`src/hdec_pkg.sv`:
```
`timescale 1ns / 1ps
// ----------------------------------------------------------------------------
// hdec_pkg
// Shared types and constants of the Huffman table decoder: command codes,
// input beat layout, table entry layout, controller states and the command
// and status groups between controller and datapath.
// ----------------------------------------------------------------------------
package hdec_pkg;

  localparam int CMD_W   = 2;
  localparam int IDX_W   = 8;
  localparam int CODE_W  = 16;
  localparam int LEN_W   = 5;
  localparam int SYM_W   = 8;
  localparam int BYTE_W  = 8;
  localparam int COUNT_W = 24;
  localparam int CMP_W   = 6;
  localparam int BIT_CNT_W = 3;

  // input tdata layout, lowest bit first
  localparam int IDX_LSB  = 0;
  localparam int CODE_LSB = IDX_LSB + IDX_W;
  localparam int LEN_LSB  = CODE_LSB + CODE_W;
  localparam int SYM_LSB  = LEN_LSB + LEN_W;
  localparam int BYTE_LSB = SYM_LSB + SYM_W;
  localparam int IN_DATA_W = 48;

  localparam int OUT_USER_W = 2;

  localparam logic [CMD_W-1:0] CMD_LOAD  = 2'd0;
  localparam logic [CMD_W-1:0] CMD_START = 2'd1;
  localparam logic [CMD_W-1:0] CMD_DATA  = 2'd2;

  localparam logic [BIT_CNT_W-1:0] LAST_BIT = 3'd7;

  typedef struct packed {
    logic [SYM_W-1:0]  sym;
    logic [LEN_W-1:0]  len;
    logic [CODE_W-1:0] code;
  } entry_t;

  typedef enum logic [2:0] {
    ST_IDLE,
    ST_SHIFT,
    ST_SCAN,
    ST_RESULT,
    ST_FLUSH
  } state_t;

  typedef struct packed {
    logic load_entry;
    logic start;
    logic take_byte;
    logic shift_bit;
    logic scan_step;
    logic emit;
    logic flush;
    logic next_bit;
  } ctrl_cmd_t;

  typedef struct packed {
    logic byte_ok;
    logic hit;
    logic scan_done;
    logic at_max;
    logic last_bit;
    logic left_one;
    logic hold_valid;
    logic out_free;
  } ctrl_sts_t;

endpackage

```
`src/hdec_ctrl.sv`:
```
`timescale 1ns / 1ps
// ----------------------------------------------------------------------------
// hdec_ctrl
// Sequencer: takes commands, walks the bits of a data byte (at most eight), runs
// one table scan per bit and hands results to the datapath.
// ----------------------------------------------------------------------------
module hdec_ctrl import hdec_pkg::*; (
  input  logic             clk,
  input  logic             rst,
  input  logic             s_tvalid,
  output logic             s_tready,
  input  logic [CMD_W-1:0] s_tuser,
  input  ctrl_sts_t        sts,
  output ctrl_cmd_t        cmd
);

  state_t state, state_next;

  always_ff @(posedge clk) begin
    if (rst) begin
      state <= ST_IDLE;
    end else begin
      state <= state_next;
    end
  end

  always_comb begin
    state_next = state;
    cmd        = '0;
    s_tready   = 1'b0;
    case (state)
      ST_IDLE: begin
        s_tready = 1'b1;
        if (s_tvalid) begin
          case (s_tuser)
            CMD_LOAD:  cmd.load_entry = 1'b1;
            CMD_START: cmd.start = 1'b1;
            CMD_DATA: begin
              // drop bytes while no symbols are left
              if (sts.byte_ok) begin
                cmd.take_byte = 1'b1;
                state_next    = ST_SHIFT;
              end
            end
            default: ;
          endcase
        end
      end
      ST_SHIFT: begin
        cmd.shift_bit = 1'b1;
        state_next    = ST_SCAN;
      end
      ST_SCAN: begin
        if (sts.hit) begin
          state_next = ST_RESULT;
        end else if (sts.scan_done) begin
          if (sts.at_max) begin
            state_next = ST_RESULT;
          end else if (sts.last_bit) begin
            state_next = ST_FLUSH;
          end else begin
            cmd.next_bit = 1'b1;
            state_next   = ST_SHIFT;
          end
        end else begin
          cmd.scan_step = 1'b1;
        end
      end
      ST_RESULT: begin
        if (!sts.hold_valid || sts.out_free) begin
          cmd.emit = 1'b1;
          if ((sts.hit && sts.left_one) || sts.last_bit) begin
            state_next = ST_FLUSH;
          end else begin
            cmd.next_bit = 1'b1;
            state_next   = ST_SHIFT;
          end
        end
      end
      ST_FLUSH: begin
        if (!sts.hold_valid) begin
          state_next = ST_IDLE;
        end else if (sts.out_free) begin
          cmd.flush  = 1'b1;
          state_next = ST_IDLE;
        end
      end
      default: state_next = ST_IDLE;
    endcase
  end

endmodule

```
`config.mk`:
```
export PLATFORM = sky130hd
export DESIGN_NAME = hdec_ctrl
export DESIGN_NICKNAME = d
export VERILOG_FILES = /design/src/hdec_pkg.sv /design/src/hdec_ctrl.sv
export SDC_FILE = /design/constraint.sdc
export NUM_CORES = 1
export LEC_CHECK = 0
export ABC_AREA = 1
export BUFFER_PORTS_ARGS = -buffer_cell sky130_fd_sc_hd__buf_2
export CAP_MARGIN = 20
export CORE_AREA = 2 2 39 41
export DETAILED_ROUTE_END_ITERATION = 6
export DIE_AREA = 0 0 41 43
export PLACE_DENSITY = 0.54
export SKIP_CTS_REPAIR_TIMING = 1
export SYNTH_ARGS = -nofsm -noshare
export SYNTH_HDL_FRONTEND = slang
export SYNTH_SLANG_ARGS = --single-unit
```
`constraint.sdc`:
```
create_clock -name clk -period 1.79 [get_ports clk]
set_input_delay 0.0895 -clock clk [delete_from_list [all_inputs] [get_ports clk]]
set_output_delay 0.0895 -clock clk [all_outputs]
set_load 0.01 [all_outputs]
```
==> flow_summary.yaml <==
final_layout:
  multi_input_area_um2: 259
  finish.utilization_pct: 37.0
  reg.largest.list: "state: 3 flops"
  regArea_um2: 60.1
  largest_register_ffs: 3
  n_fill_cell: 164
  nets: 101
  area_growth_pct: 42.0
  drive_gt1_share_pct: 44.8
  final_area_um2: 512
  regMostFlops: "state"
  diodes: 0
die:
  placement_rows: 14
  die_area_mm2: 0.00176
  die_h_um: 43
  start_util_pct: 26.0
  coreArea_mm2: 0.00138
  die_w_um: 41
  ios: 22
place:
  hpwl_um: 783
  gp_congestion: 0.722
  place_ws_ns: 0.567
  placedInstanceArea_um2: 485
  numPortBuffers: 21
worst_setup_path:
  arrival_ns: 1.27
  critPathKind: "register to output port"
  start_kind: "register"
  worstPathRequired_ns: 1.70
  worstSetupEndpointType: "output port"
  max_stage_delay_ns: 0.34
  crit_path_cell_trace: "inv_1 -> nand3_2 -> nor4_1 -> buf_2"
  cpLargestDelayFamily: "simple AND/OR/NAND/NOR gates"
  crit_buf_inv: 2
  crit_slowest_cell: "dfxtp_1"
  crit_fanout: 6
detailed_routing:
  drc: 0
  wl_per_cell_um: 9.14
  ant_nets: 0
  first_iter_violations: 4
  viasPerCell: 4.49
  via_count: 462
  dr.pass1.iters: 3
  routed_wl_um: 941
clock_network:
  cts_tree: "yes"
  cts-root-buf: "clkbuf_4"
  clkLatencyLatePin_ns: 0.24
  h-tree-depth: 1
  cts_buffers: 3
  numClockSinks: 3
  cts.path.max_buffers: 2
  clk_pin_slew_ns: 0.04
power:
  ir_drop_mv: 0.303
  power_density_mw_per_mm2: 1070
  p_leak_nw: 0.273
synthesis:
  synth_top_cell_area_share_pct: 16.7
  synth_cells: 62
  yosys_most_used_dff: "dfxtp_1"
  synth.most_common_cell: "nand2_1"
  synthArstFlopShare_pct: 0
  synthTopCellsByCount: "nand2_1, inv_1, nor2_1"
  synth.area.top_cells: "dfxtp_1, nand2_1, nor2_4"
  synth-seq-cells: 3
  yosys_warnings: 0
  syn_nets: 75
  yosysTopAreaCell: "dfxtp_1"
  synthesis.area_um2: 360
  netlist-cell-type-count: 17
  synth-edff-count: 0
  syn_avg_cell_area_um2: 5.81
  ys_seq_area_share_pct: 16.7
timing:
  slew_headroom_pct: 75.8
  slew_viol_final: 0
  worstMarginPinSlew_ns: 0.361
  rsz0062_at_grt: "no"
  fin_ws_ns: 0.430
  post-route-min-period_ns: 1.36
  clock.fmax_mhz: 735
  timing.setup.tns_ns: 0
  min_period_over_period_pct: 76.0
  whs_ns: 0.0331
  finalSetupViolCount: 0
  skew_ns: 0.00769
  finalHoldViolations: 0
job:
  cap_violations: 0
global_routing:
  grt_pass1_vias: 418
  antenna_found_initial: 0
  grt_pass1_wl_mm: 1.50
  grt_max_degree: 7
  grt-ovfl-total: 0
  grt.total_usage_pct: 13.1
hold_path:
  hold_class: "input pin to register"
run_status:
  status: "completed"
==> power by group <==
part | leakage [nW] | switching, mW | internal, mW | total (mW)
Combinational | 0.234 | 0.193 | 0.117 | 0.310
Clock | 0.0150 | 0.0406 | 0.0839 | 0.124
Sequential | 0.0245 | 0.0255 | 0.0852 | 0.111
==> final timing paths <==
kind            start       end  slack [ns]  cells after the start
max          state[0]    cmd[7]        0.43                      4
min               rst  state[0]        0.03                      2
max reg2reg  state[0]  state[1]        0.58                      8
min reg2reg  state[2]  state[2]        0.57                      2
==> per-layer routing <==
layer / GRT usage, % / vias up / part of all wire (%)
met5: 0 / - / 0
met4: 12.0 / 0 / 3.8
met3: 3.14 / 4 / 8.0
met2: 21.3 / 19 / 47
met1: 12.4 / 190 / 41
li1: - / 249 / -
==> cell families (layout without fill, tap and decap cells) <==
| group | after synthesis | after routing | synth area share [%] |
|---|---|---|---|
| and+or+nand+nor | 43 | 43 | 64.6 |
| AOI/OAI and AO/OA | 5 | 5 | 7.29 |
| DFF | 3 | 3 | 16.7 |
| buffers and inverters | 11 | 36 | 11.5 |
==> stage by stage <==
step / cells / power, mW
final: 103 / 0.545
after global routing: 103 / 0.605
after CTS: 103 / 0.558
after detailed placement: 99 / 0.428
after global placement: 99 / 0.423
after floorplan: 62 / 0.336
==> layout by cell type, fill, tap and decap left out, types with 2 or more instances in the layout <==
master and instances:
nand4_1 2, nand3_2 2, a21oi_1 2, nor2_2 2, dfxtp_1 3, inv_1 8
clkbuf_4 3, nand2_1 14, buf_2 21, nor2_1 8, nor4_1 2, inv_2 3
nand2_2 4, nor2_4 3, o21ai_0 2, nand3_1 4
==> area by class of cell <==
class                           instances  area share (%)
Multi-Input combinational cell         48            50.6
Timing Repair Buffer                   21            20.5
Sequential cell                         3            11.7
Inverter                               11            8.07
Clock buffer                            4            5.13
Tap cell                               16            3.91
Power figures use the tool's default switching activity.
